===== src/sv/rbf_pkg.sv =====
// shared types and constants of the ring buffer fifo
// used by rbf_front, rbf_back and ring_buffer_fifo; no dependencies
package rbf_pkg;

    localparam int DEPTH  = 64;
    localparam int ELEM_W = 8;
    localparam int IDX_W  = $clog2(DEPTH);
    localparam int CAP_W  = $clog2(DEPTH + 1);
    localparam int REQ_W  = 2;

    // request codes on the input port
    localparam logic [REQ_W-1:0] REQ_PUT   = 2'd0;
    localparam logic [REQ_W-1:0] REQ_GET   = 2'd1;
    localparam logic [REQ_W-1:0] REQ_DRAIN = 2'd2;

    // configuration register indexes
    localparam logic REG_CAPACITY = 1'b0;

    typedef enum logic [1:0] {
        CMD_PUT   = 2'd0,
        CMD_GET   = 2'd1,
        CMD_DRAIN = 2'd2,
        CMD_NOP   = 2'd3
    } t_cmd;

    typedef struct packed {
        t_cmd              cmd;
        logic [ELEM_W-1:0] data;
    } t_cmd_item;

    typedef struct packed {
        logic             clr;
        logic [CAP_W-1:0] cap;
    } t_cfg;

endpackage


===== src/sv/rbf_front.sv =====
// front end: takes requests, classifies them and queues them for the back end
// depends on rbf_pkg
module rbf_front (
    input  logic                             i_clk,
    input  logic                             i_rst_n,
    input  logic                             i_start,
    input  logic [rbf_pkg::REQ_W-1:0]        i_req_type,
    input  logic [rbf_pkg::ELEM_W-1:0]       i_put_data,
    output logic                             o_busy,
    output logic                             o_q_valid,
    output rbf_pkg::t_cmd_item               o_q_item,
    input  logic                             i_q_pop
);

    rbf_pkg::t_cmd_item r_q [2];
    logic       r_wp;
    logic       r_rp;
    logic [1:0] r_cnt;
    logic       w_push;
    rbf_pkg::t_cmd_item w_item;

    always_comb begin
        w_item.data = '0;
        case (i_req_type)
            rbf_pkg::REQ_PUT: begin
                w_item.cmd  = rbf_pkg::CMD_PUT;
                w_item.data = i_put_data;
            end
            rbf_pkg::REQ_GET:   w_item.cmd = rbf_pkg::CMD_GET;
            rbf_pkg::REQ_DRAIN: w_item.cmd = rbf_pkg::CMD_DRAIN;
            default:            w_item.cmd = rbf_pkg::CMD_NOP;
        endcase
    end

    assign o_busy    = (r_cnt == 2'd2);
    assign w_push    = i_start && !o_busy;
    assign o_q_valid = (r_cnt != 2'd0);
    assign o_q_item  = r_q[r_rp];

    always_ff @(posedge i_clk) begin
        if (!i_rst_n) begin
            r_wp  <= 1'b0;
            r_rp  <= 1'b0;
            r_cnt <= 2'd0;
        end else begin
            if (w_push) begin
                r_wp <= ~r_wp;
            end
            if (i_q_pop) begin
                r_rp <= ~r_rp;
            end
            case ({w_push, i_q_pop})
                2'b10:   r_cnt <= r_cnt + 2'd1;
                2'b01:   r_cnt <= r_cnt - 2'd1;
                default: r_cnt <= r_cnt;
            endcase
        end
    end

    always_ff @(posedge i_clk) begin
        if (w_push) begin
            r_q[r_wp] <= w_item;
        end
    end

endmodule


===== src/sv/rbf_back.sv =====
// back end: ring storage, read/write indexes and result generation
// depends on rbf_pkg
module rbf_back (
    input  logic                             i_clk,
    input  logic                             i_rst_n,
    input  rbf_pkg::t_cfg                    i_cfg,
    input  logic                             i_q_valid,
    input  rbf_pkg::t_cmd_item               i_q_item,
    output logic                             o_q_pop,
    output logic                             o_valid,
    output logic                             o_ok,
    output logic [rbf_pkg::ELEM_W-1:0]       o_out_data,
    output logic                             o_last,
    output logic [rbf_pkg::IDX_W-1:0]        o_free_count
);

    typedef enum logic [1:0] {
        S_RUN   = 2'b01,
        S_DRAIN = 2'b10
    } t_state;

    logic [rbf_pkg::ELEM_W-1:0] r_mem [rbf_pkg::DEPTH];
    logic [rbf_pkg::ELEM_W-1:0] r_mem_q;

    t_state                    r_state, n_state;
    logic [rbf_pkg::IDX_W-1:0] r_wr_idx, n_wr_idx;
    logic [rbf_pkg::IDX_W-1:0] r_rd_idx, n_rd_idx;
    logic [rbf_pkg::IDX_W-1:0] r_count, n_count;
    logic                      r_valid, n_valid;
    logic                      r_ok, n_ok;
    logic                      r_last, n_last;
    logic                      r_use_mem, n_use_mem;
    logic [rbf_pkg::IDX_W-1:0] r_free;
    logic [rbf_pkg::IDX_W-1:0] w_cap_m1;
    logic                      w_we;

    function automatic logic [rbf_pkg::IDX_W-1:0] f_advance(
        input logic [rbf_pkg::IDX_W-1:0] idx,
        input logic [rbf_pkg::CAP_W-1:0] cap
    );
        logic [rbf_pkg::CAP_W-1:0] nxt;
        nxt = rbf_pkg::CAP_W'(idx) + rbf_pkg::CAP_W'(1);
        return (nxt >= cap) ? '0 : nxt[rbf_pkg::IDX_W-1:0];
    endfunction

    assign w_cap_m1 = rbf_pkg::IDX_W'(i_cfg.cap - rbf_pkg::CAP_W'(1));

    always_comb begin
        n_state   = r_state;
        n_wr_idx  = r_wr_idx;
        n_rd_idx  = r_rd_idx;
        n_count   = r_count;
        n_valid   = 1'b0;
        n_ok      = 1'b0;
        n_last    = 1'b1;
        n_use_mem = 1'b0;
        o_q_pop   = 1'b0;
        w_we      = 1'b0;
        case (r_state)
            S_RUN: begin
                if (i_q_valid) begin
                    o_q_pop = 1'b1;
                    n_valid = 1'b1;
                    case (i_q_item.cmd)
                        rbf_pkg::CMD_PUT: begin
                            if (r_count != w_cap_m1) begin
                                w_we     = 1'b1;
                                n_ok     = 1'b1;
                                n_wr_idx = f_advance(r_wr_idx, i_cfg.cap);
                                n_count  = r_count + rbf_pkg::IDX_W'(1);
                            end
                        end
                        rbf_pkg::CMD_GET: begin
                            if (r_count != '0) begin
                                n_ok      = 1'b1;
                                n_use_mem = 1'b1;
                                n_rd_idx  = f_advance(r_rd_idx, i_cfg.cap);
                                n_count   = r_count - rbf_pkg::IDX_W'(1);
                            end
                        end
                        rbf_pkg::CMD_DRAIN: begin
                            if (r_count != '0) begin
                                n_ok      = 1'b1;
                                n_use_mem = 1'b1;
                                n_rd_idx  = f_advance(r_rd_idx, i_cfg.cap);
                                n_count   = r_count - rbf_pkg::IDX_W'(1);
                                n_last    = (r_count == rbf_pkg::IDX_W'(1));
                                if (r_count != rbf_pkg::IDX_W'(1)) begin
                                    n_state = S_DRAIN;
                                end
                            end
                        end
                        default: begin
                            n_ok = 1'b0;
                        end
                    endcase
                end
            end
            S_DRAIN: begin
                // one stored element per cycle until the ring is empty
                n_valid   = 1'b1;
                n_ok      = 1'b1;
                n_use_mem = 1'b1;
                n_rd_idx  = f_advance(r_rd_idx, i_cfg.cap);
                n_count   = r_count - rbf_pkg::IDX_W'(1);
                n_last    = (r_count == rbf_pkg::IDX_W'(1));
                if (r_count == rbf_pkg::IDX_W'(1)) begin
                    n_state = S_RUN;
                end
            end
            default: begin
                n_state = S_RUN;
            end
        endcase
        if (i_cfg.clr) begin
            n_state  = S_RUN;
            n_wr_idx = '0;
            n_rd_idx = '0;
            n_count  = '0;
        end
    end

    always_ff @(posedge i_clk) begin
        if (!i_rst_n) begin
            r_state  <= S_RUN;
            r_wr_idx <= '0;
            r_rd_idx <= '0;
            r_count  <= '0;
            r_valid  <= 1'b0;
        end else begin
            r_state  <= n_state;
            r_wr_idx <= n_wr_idx;
            r_rd_idx <= n_rd_idx;
            r_count  <= n_count;
            r_valid  <= n_valid;
        end
    end

    always_ff @(posedge i_clk) begin
        r_ok      <= n_ok;
        r_last    <= n_last;
        r_use_mem <= n_use_mem;
        r_free    <= w_cap_m1 - n_count;
    end

    // storage: one write and one registered read per cycle
    always_ff @(posedge i_clk) begin
        if (w_we) begin
            r_mem[r_wr_idx] <= i_q_item.data;
        end
        r_mem_q <= r_mem[r_rd_idx];
    end

    assign o_valid      = r_valid;
    assign o_ok         = r_ok;
    assign o_last       = r_last;
    assign o_out_data   = r_use_mem ? r_mem_q : '0;
    assign o_free_count = r_free;

    a_count_bound: assert property (@(posedge i_clk) disable iff (!i_rst_n)
        rbf_pkg::CAP_W'(r_count) < i_cfg.cap)
        else $error("occupancy exceeds usable capacity");

    a_idx_match: assert property (@(posedge i_clk) disable iff (!i_rst_n)
        (r_wr_idx == r_rd_idx) == (r_count == '0))
        else $error("indexes disagree with occupancy");

    a_drain_nonempty: assert property (@(posedge i_clk) disable iff (!i_rst_n)
        (r_state == S_DRAIN) |-> (r_count != '0))
        else $error("drain running on an empty ring");

    a_mid_drain_ok: assert property (@(posedge i_clk) disable iff (!i_rst_n)
        (r_valid && !r_last) |-> (r_ok && $past(n_state == S_DRAIN)))
        else $error("non-final result outside a drain");

endmodule


===== src/sv/ring_buffer_fifo.sv =====
// top level of the ring buffer fifo: apb register port, front and back ends
// depends on rbf_pkg, rbf_front, rbf_back
//
// A request is taken when start is high and busy is low; busy rises only while
// a drain is being emitted and the two-entry request queue has filled. Put and
// get can be issued every cycle while busy is low; their single result appears
// on o_valid once the request has passed the front-end queue and the back-end
// result register. A drain emits one result per stored element, one per cycle,
// the last one marked by o_last; an empty ring gives one result with o_ok low.
// Results are shown for exactly one cycle and cannot be held off. Writing
// capacity_in_use (address 0) saturates the value to 2..64 and empties the
// ring; write it only while no request is outstanding.
module ring_buffer_fifo (
    input  logic                             i_clk,
    input  logic                             i_rst_n,
    input  logic                             start,
    output logic                             busy,
    input  logic [rbf_pkg::REQ_W-1:0]        i_req_type,
    input  logic [rbf_pkg::ELEM_W-1:0]       i_put_data,
    output logic                             o_valid,
    output logic                             o_ok,
    output logic [rbf_pkg::ELEM_W-1:0]       o_out_data,
    output logic                             o_last,
    output logic [rbf_pkg::IDX_W-1:0]        o_free_count,
    input  logic                             psel,
    input  logic                             penable,
    input  logic                             pwrite,
    input  logic [2:0]                       paddr,
    input  logic [31:0]                      pwdata,
    output logic [31:0]                      prdata,
    output logic                             pready
);

    logic [rbf_pkg::CAP_W-1:0] r_cap;
    logic [rbf_pkg::CAP_W-1:0] w_cap_sat;
    logic                      w_cap_wr;
    logic                      w_q_valid;
    logic                      w_q_pop;
    rbf_pkg::t_cmd_item        w_q_item;
    rbf_pkg::t_cfg             w_cfg;

    assign pready   = 1'b1;
    assign w_cap_wr = psel && penable && pwrite && pready
                      && (paddr[2] == rbf_pkg::REG_CAPACITY);

    always_comb begin
        w_cap_sat = pwdata[rbf_pkg::CAP_W-1:0];
        if (w_cap_sat < rbf_pkg::CAP_W'(2)) begin
            w_cap_sat = rbf_pkg::CAP_W'(2);
        end else if (w_cap_sat > rbf_pkg::CAP_W'(rbf_pkg::DEPTH)) begin
            w_cap_sat = rbf_pkg::CAP_W'(rbf_pkg::DEPTH);
        end
    end

    always_ff @(posedge i_clk) begin
        if (!i_rst_n) begin
            r_cap <= rbf_pkg::CAP_W'(rbf_pkg::DEPTH);
        end else if (w_cap_wr) begin
            r_cap <= w_cap_sat;
        end
    end

    assign prdata = (paddr[2] == rbf_pkg::REG_CAPACITY) ? 32'(r_cap) : '0;

    assign w_cfg.clr = w_cap_wr;
    assign w_cfg.cap = r_cap;

    rbf_front u_front (
        .i_clk      (i_clk),
        .i_rst_n    (i_rst_n),
        .i_start    (start),
        .i_req_type (i_req_type),
        .i_put_data (i_put_data),
        .o_busy     (busy),
        .o_q_valid  (w_q_valid),
        .o_q_item   (w_q_item),
        .i_q_pop    (w_q_pop)
    );

    rbf_back u_back (
        .i_clk        (i_clk),
        .i_rst_n      (i_rst_n),
        .i_cfg        (w_cfg),
        .i_q_valid    (w_q_valid),
        .i_q_item     (w_q_item),
        .o_q_pop      (w_q_pop),
        .o_valid      (o_valid),
        .o_ok         (o_ok),
        .o_out_data   (o_out_data),
        .o_last       (o_last),
        .o_free_count (o_free_count)
    );

endmodule


===== config.mk =====
export PLATFORM = sky130hd
export DESIGN_NAME = ring_buffer_fifo
export DESIGN_NICKNAME = d
export VERILOG_FILES = /design/src/sv/rbf_pkg.sv /design/src/sv/rbf_front.sv /design/src/sv/rbf_back.sv /design/src/sv/ring_buffer_fifo.sv
export SDC_FILE = /design/constraint.sdc
export NUM_CORES = 1
export LEC_CHECK = 0
export BUFFER_PORTS_ARGS = -buffer_cell sky130_fd_sc_hd__buf_2
export CORE_MARGIN = 8
export CORE_UTILIZATION = 35
export DETAILED_ROUTE_END_ITERATION = 8
export GPL_ROUTABILITY_DRIVEN = 1
export GPL_TIMING_DRIVEN = 0
export MAX_ROUTING_LAYER = met4
export PLACE_DENSITY_LB_ADDON = 0.08
export SYNTH_ARGS = -nofsm -noshare
export SYNTH_HDL_FRONTEND = slang
export SYNTH_SLANG_ARGS = --single-unit

===== constraint.sdc =====
create_clock -name i_clk -period 7.78 [get_ports i_clk]
set_input_delay 0.778 -clock i_clk [delete_from_list [all_inputs] [get_ports i_clk]]
set_output_delay 0.778 -clock i_clk [all_outputs]
set_load 0.03 [all_outputs]

* Word level (Yosys, flattened, before mapping)
Memory sizes are Yosys's and may differ from the RTL's. A register that Yosys moved wholly into a read port is not among the register bits. Cells that the tools add are included.
Storage, ports and cells: flip-flop bits (word level) 41, output and inout bits 51, memories 2, word-level logic and storage cells 114, memory bits (writable) 532, input port bits 51
Memories:
- u_back.r_mem | depth 64, bits a word 8, rd ports 1, clocked after memory_dff 1, write ports 1, RTL line rbf_back.sv:22 | logic [rbf_pkg::ELEM_W-1:0] r_mem [rbf_pkg::DEPTH];
- u_front.r_q | depth 2, bits a word 10, rd ports 1, clocked after memory_dff 1, write ports 1, RTL line rbf_front.sv:15 | rbf_pkg::t_cmd_item r_q [2];
Cells by class: bitwise gates (word level) 4, reduce and logical (&&, ||, !) cells 16, $lt $le $gt $ge 4, add/subtract/negate cells 8, eq/ne operators 18, multiplexer cells 49
Operators by type and width (count):
- $mux W6 | 9
- $pmux W6 S2 | 3
- $mux W7 | 3
- $mux W1 | 19
- $mux W8 | 2
- $add A6 B1 Y7 const B | 2
- $ge A7 B7 Y1 | 2
- $sub A6 B1 Y6 const B | 2
- $eq A2 B2 Y1 const B | 5
- $mux W2 | 5
- $pmux W1 S2 | 5
- $eq A2 B1 Y1 const B | 4
- $ne A2 B1 Y1 const B | 4
- $pmux W2 S2 | 2
- $reduce_and A4 Y1 | 2
- $gt A7 B7 Y1 const B | 1
- $lt A7 B2 Y1 const B | 1
- $add A6 B1 Y6 const B | 1
- $eq A6 B1 Y1 const B | 1
- $ne A6 B1 Y1 const B | 1
- $ne A6 B6 Y1 | 1
- $pmux W2 S3 | 1
- $reduce_bool A2 Y1 | 3
- $reduce_bool A6 Y1 | 1
- 10 further kinds | 19

* Depth between registers and ports, before layout
Gate-level depths: netlist (run 1).
word-level depth 8, depth in mapped cells 19, mapped depth without buffers 18

* Cells and area by module
From an unflattened synthesis (run 1), not the netlist that was laid out.
Unflattened totals: cells, all modules 1313, area, all modules 24223.2 µm²
Modules (own cells, without submodules):
- rbf_back | area an instance 22655.5 µm², cells an instance 1177, times used 1, seq. area each 16135.5 µm²
- rbf_front | area an instance 1002.2 µm², cells an instance 68, times used 1, seq. area each 700.7 µm²
- ring_buffer_fifo | area an instance 565.5 µm², cells an instance 68, times used 1, seq. area each 140.1 µm²

* Worst setup path after synthesis (run 1)
Ideal clock, no wire load.
path kind register to register, start point register (tool-made name), end point register u_back.r_free (netlist bit u_back.o_free_count[5]), data required time 7652 ps, data arrival time 3762 ps, stages on the path, launching flop included 20, path buffers 1, setup time 128 ps, period minus slack after synthesis 3889 ps, slack 3891 ps, cells stage by stage dfxtp_1 clkbuf_1 mux2i_1 inv_1 ha_1 o21bai_1 a211oi_1 o21ai_0 o21ai_0 a221oi_1 o32ai_1 nand2_1 ha_1 nor2b_1 o31ai_1 a21oi_1 xnor2_1 nor3_1 a2111o_1 nand4b_1
RTL lines:
- end signal, assigned | RTL line rbf_back.sv:143 | r_free <= w_cap_m1 - n_count;
- end, declared | RTL line rbf_back.sv:33 | logic [rbf_pkg::IDX_W-1:0] r_free;

==> implementation parameters, run 1 <==
Parameter                              Value

Status
  Result of the run    completed

Place
  Detailed placement HPWL    40400 um
  Placer Congestion    0.823
  I/O Buffers    47

Hold path
  Type of the tightest min-delay check    in2reg
  Number of cells traversed by the worst hold path    3

CTS
  Clock transition at the registers of the reported paths    60 ps
  Clock latency at the later pin of the worst-skew pair    620 ps
  Sinks on the clock net    582
  Number of buffers created by CTS    66
  CTS Hold Buffers Added    0
  # Post-CTS Setup Buffers    0
  Number of H-tree levels    3
  # resized after CTS    0
  Master cell of the clock root buffer    clkbuf_16
  TritonCTS clock tree    done
  Deepest clock path buffer count    3

Critical path
  Most repeated library cell on the critical path    nor3_1
  CP startpoint kind    flip-flop
  Critical Path AT    5630 ps
  Peak fanout along the critical path    10
  Buffering stage count on the worst path with inverters included    1
  Kind of cell with the highest combined delay on the critical path    compound AO/OA/AOI/OAI gates
  Data required, critical path    8270 ps
  Path depth of the worst reg2reg path    17
  Cells along the critical path    clkbuf_1 -> mux2i_1 -> ha_1 -> a21boi_1 -> and2_1 -> nor3_1 -> a31oi_1 -> a21oi_1 -> nor3_1 -> ha_1 -> nor2b_1 -> o31ai_1 -> a21oi_1 -> xnor2_1 -> nor3_1 -> a2111o_1 -> nand4b_1
  Slowest-stage cell, CP    a21boi_1
  Critical path capture point type    flip-flop
  Critical path class    reg2reg
  CP max stage delay    650 ps
  Total number of cells along the worst setup path    17

Power and ir drop
  Static power due to leakage    8.88 nW
  Flop pwr share    43.5%
  Cell internal power dissipation    0.00624 W
  Pwr per Cell Area    315 mW/mm^2
  Worst vdd rail ir drop    0.214 mV
  Clock group share of total power    35.2%
  Switching share of total power    28.6%
  Psw    0.00250 W
  Combinational share of power    21.3%

Route
  Number of vias per cell after detailed routing    5.20
  Detail-routed net length per standard cell    26.2 um
  Via count    12400
  Routed wire length    62300 um
  Remaining routing DRC violations    0
  DR pass1 iterations    8
  Iteration-0 DRC Markers    1066
  Antenna viol nets, final    0

Global routing
  Maximum number of pins on one net before global-route repair    65
  Number of global-route vias before repair    12700
  Overall global routing resource usage    16.5%
  Initial antenna violation count    2
  Total gr overflow    0
  Wire length of the first global-routing pass    90100 um

Synthesis
  Synth top area share    66.1%
  Leading post-synthesis cells by instance count    edfxtp_1 (532), mux4_2 (168), nor2_1 (106), dfxtp_1 (50), clkbuf_1 (43)
  XOR/XNOR Fraction of Synth Area    1.34%
  Simple logic cell fraction of the synthesized area    5.14%
  Flip-flop and latch count after synthesis    582
  Synth Area in Compound Gates    2.63%
  Share of synthesized cell area in full adder, half adder and majority cells    1.74%
  Share of the yosys chip area belonging to registers    70.3%
  Number of distinct standard cells referenced by the synthesized netlist    68
  Most frequently used flop master after synthesis    edfxtp_1
  Number of enable flip-flop cells after synthesis    532
  Synthesized instance count    1304
  Synth area leaders    edfxtp_1 (66%), mux4_2 (16%), dfxtp_1 (4.1%), ha_1 (1.7%), nor2_1 (1.6%)
  Number of warnings reported in the yosys synthesis log    0
  Synthesized area per cell    18.5 um^2
  Combined area of all synthesized cells    0.0242 mm^2
  FFs w/ async S/R, synth    0%
  Cell type contributing the most total cell area after synthesis    edfxtp_1
  Main combinational cell family by area after synthesis    multiplexers
  Mux contribution to synthesized area    16.2%
  Most frequently used cell type in the post-synthesis netlist    edfxtp_1

Finish
  Filler cell count    6159
  Fraction of layout cells with a size suffix above 1    24.7%
  Syn-to-layout area delta    14.9%
  Total number of nets in the final design    1527
  Antenna diode count    0

Floorplanning
  Chip width    279 um
  Area of the core    0.0685 mm^2
  Count of pins on the block boundary    102
  Num rows    96
  Floorplan die area    0.0777 mm^2
  Effective utilization at floorplan    35.3%
  Chip Height    279 um

STA
  Max Clk Rate    0.194 GHz
  Max-slew violations    0
  Total of endpoints with negative setup slack in the final report    0
  Final period utilization    66.1%
  Final clock skew    30.5 ps
  Unrepaired setup endpoints after global routing    no
  Number of failing hold endpoints at the final stage    0
  Total Negative Setup Slacks    0 ps
  Post-route worst hold slack    403 ps
  Post-layout minimum cycle time    5140 ps
  Slew at the pin closest to its max-slew limit    1300 ps
  Worst slew margin relative to its limit    13.3%

Flow run
  Maxcap violations    0
-- worst min-delay path, delay by kind of cell --
family          cells  cell delay, ps
compound gates      1              50
simple gates        1              40
buf+inv             1              90
-- registers in the layout, summed over array words and instances, names as in the netlist, 6 cells and up, named ones only --
signal	flops
u_back.r_mem	512
u_front.r_q	20
u_back.r_mem_q	8
r_cap	7
u_back.o_free_count	6
u_back.r_count	6
u_back.r_rd_idx	6
u_back.r_wr_idx	6
-- metal layers --
metal / share of wire, % / vias up / GRT usage [%]
met1: 45 / 6554 / 21.9
li1: - / 5441 / -
met5: 0 / - / -
met2: 48 / 279 / 25.8
met4: 2.0 / 0 / 3.84
met3: 4.9 / 84 / 3.55
-- logic make-up after synthesis --
kind of cell / Yosys count
adder cells (fa/ha/maj): 33
flip-flops: 582
other: 2
XOR/XNOR: 29
multiplexers: 179
buffers and inverters: 126
AND/OR/NAND/NOR: 256
AO/OA/AOI/OAI: 97
-- per-stage QoR --
step	total power (W)	util (%)	cells	setup slack [ps]	area (um^2)
floorplan	0.00509	-	1328	3890	24300
global placement	0.00573	37.4	2257	2780	25600
detailed placement	0.00576	37.4	2257	2690	25600
CTS	0.00886	40.5	2378	2660	27700
global route	0.00911	40.5	2378	2070	27800
finish	0.00874	40.5	2378	2640	27800
-- power by group through the flow --
stage | Sequential [W] | Clock, W | Combinational (W)
2_1_floorplan | 0.00388 | 0 | 0.00122
3_3_place_gp | 0.00387 | 0 | 0.00186
3_5_place_dp | 0.00387 | 0 | 0.00189
4_1_cts | 0.00380 | 0.00316 | 0.00190
5_1_grt | 0.00380 | 0.00327 | 0.00204
6_report | 0.00380 | 0.00308 | 0.00186
-- cell usage in the layout (no fill, tap or decap), drive strengths merged, types with 3 or more instances in the layout --
cell / n
o31ai: 7
nor3: 12
or3: 7
xor2: 9
clkbuf: 130
a31oi: 3
o22ai: 3
inv: 36
nor4: 4
a21oi: 28
mux2: 8
nor2b: 3
nand4b: 4
clkinv: 23
and3: 8
o211ai: 4
edfxtp: 532
nand2: 40
o21ai: 20
nand2b: 6
nand3b: 6
ha: 32
conb: 26
dfxtp: 50
xnor2: 15
mux2i: 3
nor2: 106
a21o: 6
xnor3: 4
a21boi: 3
mux4: 168
buf: 97
nor3b: 4
and2: 24
bufinv: 6
nand3: 22
o21a: 5
-- area by class of cell --
class	instances	area, um^2	share of cell area (%)
multi-input combinational	620	6650	24.0
clock buffer	86	1780	6.41
tap	882	1100	3.98
timing repair buffer	47	235	0.847
buffer	94	531	1.91
inverter	32	120	0.433
sequential	582	17000	61.2
clock inverter	35	363	1.31
-- path summary, 6_finish.rpt --
| path | start | to | slack, ps |
|---|---|---|---|
| worst max-delay path | flip-flop | u_back.o_free_count[5]$_DFF_P_ | 2640 |
| worst min-delay path | pwdata[0] | r_cap[0]$_SDFFE_PN0P_ | 400 |
| worst max register to register | flip-flop | u_back.o_free_count[5]$_DFF_P_ | 2640 |
| worst min register to register | u_front.r_cnt[1]$_SDFFE_PN0P_ | u_front.r_cnt[1]$_SDFFE_PN0P_ | 550 |
Note: power is estimated with default switching activity, not from simulation.
==> inputs of run 2 (changes only) <==
clock period = 4.9 ns   (was 7.78 ns; I/O delays follow)
==> run 2 against run 1 <==
Final area grew 0.14%. Clock power grew 59%. Hold slack lost 290 ps. Register-to-register slack lost 2300 ps. Critical path type unchanged. Largest cell class unchanged.
==> implementation parameters, run 2 (synthesized netlist as in run 1, its figures left out) <==
Parameter                              Value

CTS
  Clock latency at the later pin of the worst-skew pair    620 ps (about the same)
  CTS Hold Buffers Added    0 (unchanged)
  Number of buffers created by CTS    66 (unchanged)
  Master cell of the clock root buffer    clkbuf_16
  Number of H-tree levels    3 (unchanged)
  # Post-CTS Setup Buffers    0 (unchanged)
  TritonCTS clock tree    done
  Sinks on the clock net    582 (unchanged)
  Clock transition at the registers of the reported paths    60 ps (about the same)
  Deepest clock path buffer count    3 (unchanged)

Floorplanning
  Floorplan die area    0.0777 mm^2 (unchanged)
  Effective utilization at floorplan    35.3% (unchanged)
  Chip width    279 um (unchanged)
  Area of the core    0.0685 mm^2 (unchanged)
  Num rows    96 (unchanged)
  Count of pins on the block boundary    102 (unchanged)
  Chip Height    279 um (unchanged)

Finish
  Syn-to-layout area delta    15.0%
  Highest-count cells in the layout ignoring fill and taps    edfxtp_1 (532), mux4_2 (168), nor2_1 (106), clkbuf_16 (68), clkbuf_1 (59)
  Multi-input logic area    0.00669 mm^2 (+0.56%)
  Total number of nets in the final design    1526 (-0.065%)
  Number of flip-flops in the largest register    512 (unchanged)
  Area taken by flip-flops and latches    0.0170 mm^2 (about the same)
  Register bank with the most flops    u_back.r_mem
  Most common cell after layout, fill and taps aside    edfxtp_1
  Fraction of layout cells with a size suffix above 1    25.2% (+0.55 points)
  Final instance area    0.0278 mm^2 (+0.14%)
  Largest registers    u_back.r_mem (512), u_front.r_q (20), u_back.r_mem_q (8)
  Antenna diode count    0 (unchanged)
  Final cell count without fillers    2377 (-0.042%)
  Filler cell count    6156 (-0.049%)

Place
  Minimum setup slack after placement    -190 ps (-2880 ps)
  Cell Area, Placed    0.0256 mm^2 (unchanged)
  Placer Congestion    0.823 (unchanged)
  Detailed placement HPWL    40400 um (unchanged)
  I/O Buffers    47 (unchanged)
  Placed cell count    2257 (unchanged)

Hold path
  Type of the tightest min-delay check    in2reg
  Worst hold start    pwdata[0]

STA
  Final period utilization    92.8% (+27 points)
  Total of endpoints with negative setup slack in the final report    0 (unchanged)
  Setup slack after layout    352 ps (-2280 ps)
  Slew at the pin closest to its max-slew limit    1270 ps (-32.2 ps)
  Post-layout minimum cycle time    4550 ps (-596 ps)
  Max Clk Rate    0.220 GHz (+13%)
  Number of failing hold endpoints at the final stage    0 (unchanged)
  Final clock skew    34.1 ps (+3.60 ps)
  Worst slew margin relative to its limit    15.4% (+2.1 points)
  Max-slew violations    0 (unchanged)
  Post-route worst hold slack    115 ps (-288 ps)
  Unrepaired setup endpoints after global routing    no

Power and ir drop
  Static power due to leakage    8.89 nW (+0.18%)
  Pwr per Cell Area    501 mW/mm^2 (+59%)
  Overall power    0.0139 W (+59%)
  Worst vdd rail ir drop    0.338 mV (+58%)

Critical path
  CP max stage delay    520 ps (-130 ps)
  Slowest-stage cell, CP    dfxtp_1
  Critical path capture point type    flip-flop
  CP startpoint kind    flip-flop
  Most repeated library cell on the critical path    ha_1
  Cells along the critical path    inv_1 -> ha_1 -> xor3_1 -> nor3_1 -> nand3_1 -> o21ai_0 -> o21ai_1 -> a221oi_2 -> or2_1 -> ha_1 -> o21a_1 -> o31ai_1 -> a21oi_2 -> xor2_1 -> nor4b_1 -> a2111o_1 -> nand4b_1
  Kind of cell with the highest combined delay on the critical path    compound AO/OA/AOI/OAI gates
  Critical Path AT    5040 ps (-590 ps)
  Peak fanout along the critical path    6 (-4)
  Buffering stage count on the worst path with inverters included    1 (unchanged)
  Critical path class    reg2reg
  Worst r2r src    r_cap[0]$_SDFFE_PN0P_
  Data required, critical path    5390 ps (-2880 ps)
  Launching instance or port of the critical path    r_cap[0]$_SDFFE_PN0P_
  Flop-to-flop setup slack    350 ps (-2280 ps)

Status
  Result of the run    completed

Global routing
  Overall global routing resource usage    16.5% (unchanged)
  Initial antenna violation count    2 (unchanged)
  Maximum number of pins on one net before global-route repair    65 (unchanged)
  Total gr overflow    0 (unchanged)
  Wire length of the first global-routing pass    90100 um (unchanged)
  Number of global-route vias before repair    12700 (unchanged)

Route
  Detail-routed net length per standard cell    26.2 um (about the same)
  Routed wire length    62300 um (-0.13%)
  Antenna viol nets, final    0 (unchanged)
  Via count    12300 (-0.38%)
  Iteration-0 DRC Markers    1041 (-2.3%)
  Remaining routing DRC violations    0 (unchanged)
  Number of vias per cell after detailed routing    5.18 (-0.34%)
  DR pass1 iterations    4 (-4)

Flow run
  Maxcap violations    0 (unchanged)
## run 2: cell count changes in the layout (fill, tap and decap cells not counted), sizes merged
cell    before  now
clkbuf     130  129
## run 2: cell type report
cell class                 instances  area share (%)
sequential                       582            61.1
multi-input combinational        620            24.1
clock buffer                      86            6.40
tap                              882            3.97
buffer                            93            1.90
clock inverter                    35            1.31
timing repair buffer              47           0.846
inverter                          32           0.432
## run 2: path summary, 6_finish.rpt
| path | to | cells after the start |
|---|---|---|
| worst max-delay path | u_back.o_free_count[5]$_DFF_P_ | 17 |
| worst min-delay path | r_cap[0]$_SDFFE_PN0P_ | 3 |
| worst max register to register | u_back.o_free_count[5]$_DFF_P_ | 17 |
| worst min register to register | u_front.r_cnt[1]$_SDFFE_PN0P_ | 2 |
## run 2: timing repair
action,CTS,global route
cloned,0,0
setup endpoints to repair,1,1
resized for setup,2,7
## run 2: where the power goes
group	internal, W	switching [W]
sequential	0.00597	0.0000804
clock	0.00290	0.00199
combinational	0.00106	0.00191
## run 2: per-stage QoR
step | TNS [ps] | utilization, %
2_1_floorplan | 0 | -
3_3_place_gp | -100 | 37.4
3_5_place_dp | -190 | 37.4
4_1_cts | 0 | 40.5
5_1_grt | 0 | 40.6
6_report | 0 | 40.6
## run 2: metal layers
metal / part of all wire [%] / vias up / GRT usage (%)
met5: 0 / - / -
met4: 2.0 / 0 / 3.84
met3: 5.0 / 88 / 3.55
met2: 48 / 277 / 25.8
met1: 45 / 6501 / 21.9
li1: - / 5445 / -
## run 2: tightest hold or removal path: cells and delay by family
family / cells / cell delay [ps]
AND/OR/NAND/NOR: 1 / 40
AO/OA/AOI/OAI: 1 / 50
buffers and inverters: 1 / 90
==> inputs of run 3 (changes only) <==
ABC_AREA = 1   (was not set)
CTS_CLUSTER_SIZE = 8   (was not set)
==> run 3 against run 2 <==
Combinational power increased by 41%. Via count grew 39%. Final area rose by 2.1%. Core utilization is 0.16 points higher. Clock skew down 0.94 ps. Maximum frequency rose by 15%. First-iteration DRC count up 83%. Synthesized cell count is 51% higher. Non-clock buffer count up 53. Largest power group unchanged.
==> implementation parameters, run 3 <==
Parameter                              Value

Status
  Result of the run    completed

Finish
  Multi-input logic area    0.00664 mm^2 (-0.73%)
  Final cell count without fillers    3106 (+31%)
  Highest-count cells in the layout ignoring fill and taps    edfxtp_1 (532), nor2_1 (310), o21ai_0 (211), clkbuf_1 (125), nand2_1 (118)
  Largest registers    u_back.r_mem (512), u_front.r_q (20), u_back.r_mem_q (8)
  Filler cell count    6671 (+8.4%)
  Number of flip-flops in the largest register    512 (unchanged)
  Register bank with the most flops    u_back.r_mem
  Fraction of layout cells with a size suffix above 1    10.3% (-15 points)
  Syn-to-layout area delta    15.8%
  Most common cell after layout, fill and taps aside    edfxtp_1
  Total number of nets in the final design    2205 (+44%)
  Area taken by flip-flops and latches    0.0170 mm^2 (about the same)

Critical path
  CP startpoint kind    flip-flop
  Worst setup path endpoint    u_back.o_free_count[5]$_DFF_P_
  Path depth of the worst reg2reg path    21 (+4)
  Data required, critical path    5420 ps (+30 ps)
  Peak fanout along the critical path    10 (+4)
  Critical path capture point type    flip-flop
  Flop-to-flop setup slack    950 ps (+590 ps)
  Critical Path AT    4470 ps (-570 ps)
  Critical path class    reg2reg
  Reg-to-reg critical path endpoint    u_back.o_free_count[5]$_DFF_P_

STA
  Worst slew margin relative to its limit    12.9% (-2.5 points)
  Post-layout minimum cycle time    3950 ps (-595 ps)
  Max-slew violations    0 (unchanged)
  Final period utilization    80.7% (-12 points)
  Number of failing hold endpoints at the final stage    0 (unchanged)
  Total of endpoints with negative setup slack in the final report    0 (unchanged)
  Max Clk Rate    0.253 GHz (+15%)
  Unrepaired setup endpoints after global routing    no
  Setup slack after layout    946 ps (+595 ps)
  Slew at the pin closest to its max-slew limit    1300 ps (+32.7 ps)
  Final clock skew    33.2 ps (-0.942 ps)
  Post-route worst hold slack    99.3 ps (-15.8 ps)
  Total Negative Setup Slacks    0 ps (unchanged)

Synthesis
  Share of the yosys chip area belonging to registers    69.2% (-1.0 points)
  Synthesized instance count    1965 (+51%)
  Leading post-synthesis cells by instance count    edfxtp_1 (532), nor2_1 (310), o21ai_0 (211), nand2_1 (118), nand3_1 (93)
  Number of warnings reported in the yosys synthesis log    0 (unchanged)
  Most frequently used cell type in the post-synthesis netlist    edfxtp_1
  Number of enable flip-flop cells after synthesis    532 (unchanged)
  Synth top area share    65.2% (-0.96 points)
  Synthesized area per cell    12.5 um^2 (-33%)
  Flip-flop and latch count after synthesis    582 (unchanged)
  Combined area of all synthesized cells    0.0245 mm^2 (+1.5%)
  Synth area leaders    edfxtp_1 (65%), nor2_1 (4.7%), o21ai_0 (4.3%), dfxtp_1 (4.1%), mux2i_1 (2.6%)
  Number of distinct standard cells referenced by the synthesized netlist    44 (-35%)
  Most frequently used flop master after synthesis    edfxtp_1
  Cell type contributing the most total cell area after synthesis    edfxtp_1
  FFs w/ async S/R, synth    0% (unchanged)

Floorplanning
  Chip Height    281 um (+0.69%)
  Chip width    281 um (+0.69%)
  Effective utilization at floorplan    35.2% (-0.099 points)
  Floorplan die area    0.0788 mm^2 (+1.4%)
  Count of pins on the block boundary    102 (unchanged)
  Area of the core    0.0697 mm^2 (+1.8%)
  Num rows    97 (+1.0%)

CTS
  Number of H-tree levels    3 (unchanged)
  Number of buffers created by CTS    82 (+24%)
  Deepest clock path buffer count    3 (unchanged)
  TritonCTS clock tree    done
  CTS Hold Buffers Added    0 (unchanged)
  Clock latency at the later pin of the worst-skew pair    640 ps (+20 ps)
  # Post-CTS Setup Buffers    0 (unchanged)
  Clock transition at the registers of the reported paths    50 ps (about the same)
  Master cell of the clock root buffer    clkbuf_16
  Sinks on the clock net    582 (unchanged)
  # resized after CTS    0 (-2)

Route
  DR pass1 iterations    6 (+2)
  Via count    17100 (+39%)
  Iteration-0 DRC Markers    1901 (+83%)
  Remaining routing DRC violations    0 (unchanged)
  Routed wire length    88600 um (+42%)
  Antenna viol nets, final    0 (unchanged)
  Detail-routed net length per standard cell    28.5 um (+8.9%)
  Number of vias per cell after detailed routing    5.50 (+6.1%)

Global routing
  Wire length of the first global-routing pass    124000 um (+37%)
  Initial antenna violation count    4 (+2)
  Overall global routing resource usage    22.7% (+6.2 points)
  Maximum number of pins on one net before global-route repair    65 (unchanged)
  Total gr overflow    0 (unchanged)
  Number of global-route vias before repair    16400 (+29%)

Place
  I/O Buffers    47 (unchanged)
  Detailed placement HPWL    58000 um (+44%)
  Placed cell count    2977 (+32%)
  Minimum setup slack after placement    978 ps (+1170 ps)
  Placer Congestion    0.955 (+16%)

Hold path
  Number of cells traversed by the worst hold path    3 (unchanged)
  Type of the tightest min-delay check    in2reg

Power and ir drop
  Worst vdd rail ir drop    0.453 mV (+34%)
  Pwr per Cell Area    550 mW/mm^2 (+9.9%)
  Static power due to leakage    9.50 nW (+6.8%)

Flow run
  Maxcap violations    0 (unchanged)
-- run 3: cell families (layout without fill, tap and decap cells) --
kind of cell,count (synthesis),count (layout),share of synthesized area (%)
DFF,582,582,69.2
and+or+nand+nor,560,560,9.53
AOI/OAI and AO/OA,466,466,11.8
buffers and inverters,234,410,4.16
muxes,72,72,2.98
adders and majority gates,33,33,1.71
xor gates and xnor gates,16,16,0.572
other,2,27,0.0306
-- run 3: worst min path at each step --
stage	startpoint	to	slack [ps]
final	pwdata[3]	r_cap[3]$_SDFFE_PN0P_	100
after global routing	pwdata[3]	r_cap[3]$_SDFFE_PN0P_	90
after CTS	pwdata[5]	r_cap[5]$_SDFFE_PN0P_	60
after detailed placement	u_front.r_rp$_SDFFE_PN0P_	u_front.r_rp$_SDFFE_PN0P_	450
after global placement	u_front.r_rp$_SDFFE_PN0P_	u_front.r_rp$_SDFFE_PN0P_	440
after floorplan	u_front.r_rp$_SDFFE_PN0P_	flip-flop	430
-- run 3: layout make-up --
cell class	instances	area share, %
Timing Repair Buffer	48	0.899
Tap cell	940	4.14
Inverter	89	1.18
Antenna cell	1	0.00881
Clock inverter	7	0.436
Sequential cell	582	59.8
Buffer	145	2.42
Clock buffer	121	7.74
Multi-Input combinational cell	1173	23.4
-- run 3: metal layers --
layer  part of all wire [%]  global-route usage, %
met1                     44                   30.8
met2                     45                   34.6
met3                    7.2                   3.44
met4                    3.5                   8.03
met5                      0                      -
-- run 3: report_power, final --
part / total [W] / internal [W] / switching (W)
logic: 0.00420 / 0.00100 / 0.00320
clock network: 0.00523 / 0.00309 / 0.00214
registers: 0.00620 / 0.00612 / 0.0000784
total: 0.0156 / 0.0102 / 0.00542
-- run 3: through the flow --
| step | cell area, um^2 | power [W] | util (%) |
|---|---|---|---|
| after floorplan | 24600 | 0.00864 | - |
| after global placement | 26000 | 0.0104 | 37.3 |
| after detailed placement | 26100 | 0.0105 | 37.4 |
| after CTS | 28400 | 0.0157 | 40.7 |
| after global routing | 28400 | 0.0162 | 40.8 |
| final | 28400 | 0.0156 | 40.8 |
-- run 3: worst max-delay path, stage by stage, from the launching register on --
cell and delay [ps]:
dfxtp_1 390, buf_1 510, nand2_1 100, o21ai_0 190, inv_1 80, ha_1 210, nor2_1 290, clkinv_1 380
a21oi_1 230, nand2_1 70, nand2_1 90, nand2_1 160, ha_1 330, nand3_1 80, nand2_1 80, nand2_1 70
nand2_1 50, a21oi_1 160, xor2_1 220, inv_1 60, nand2_1 60, nand2_1 40
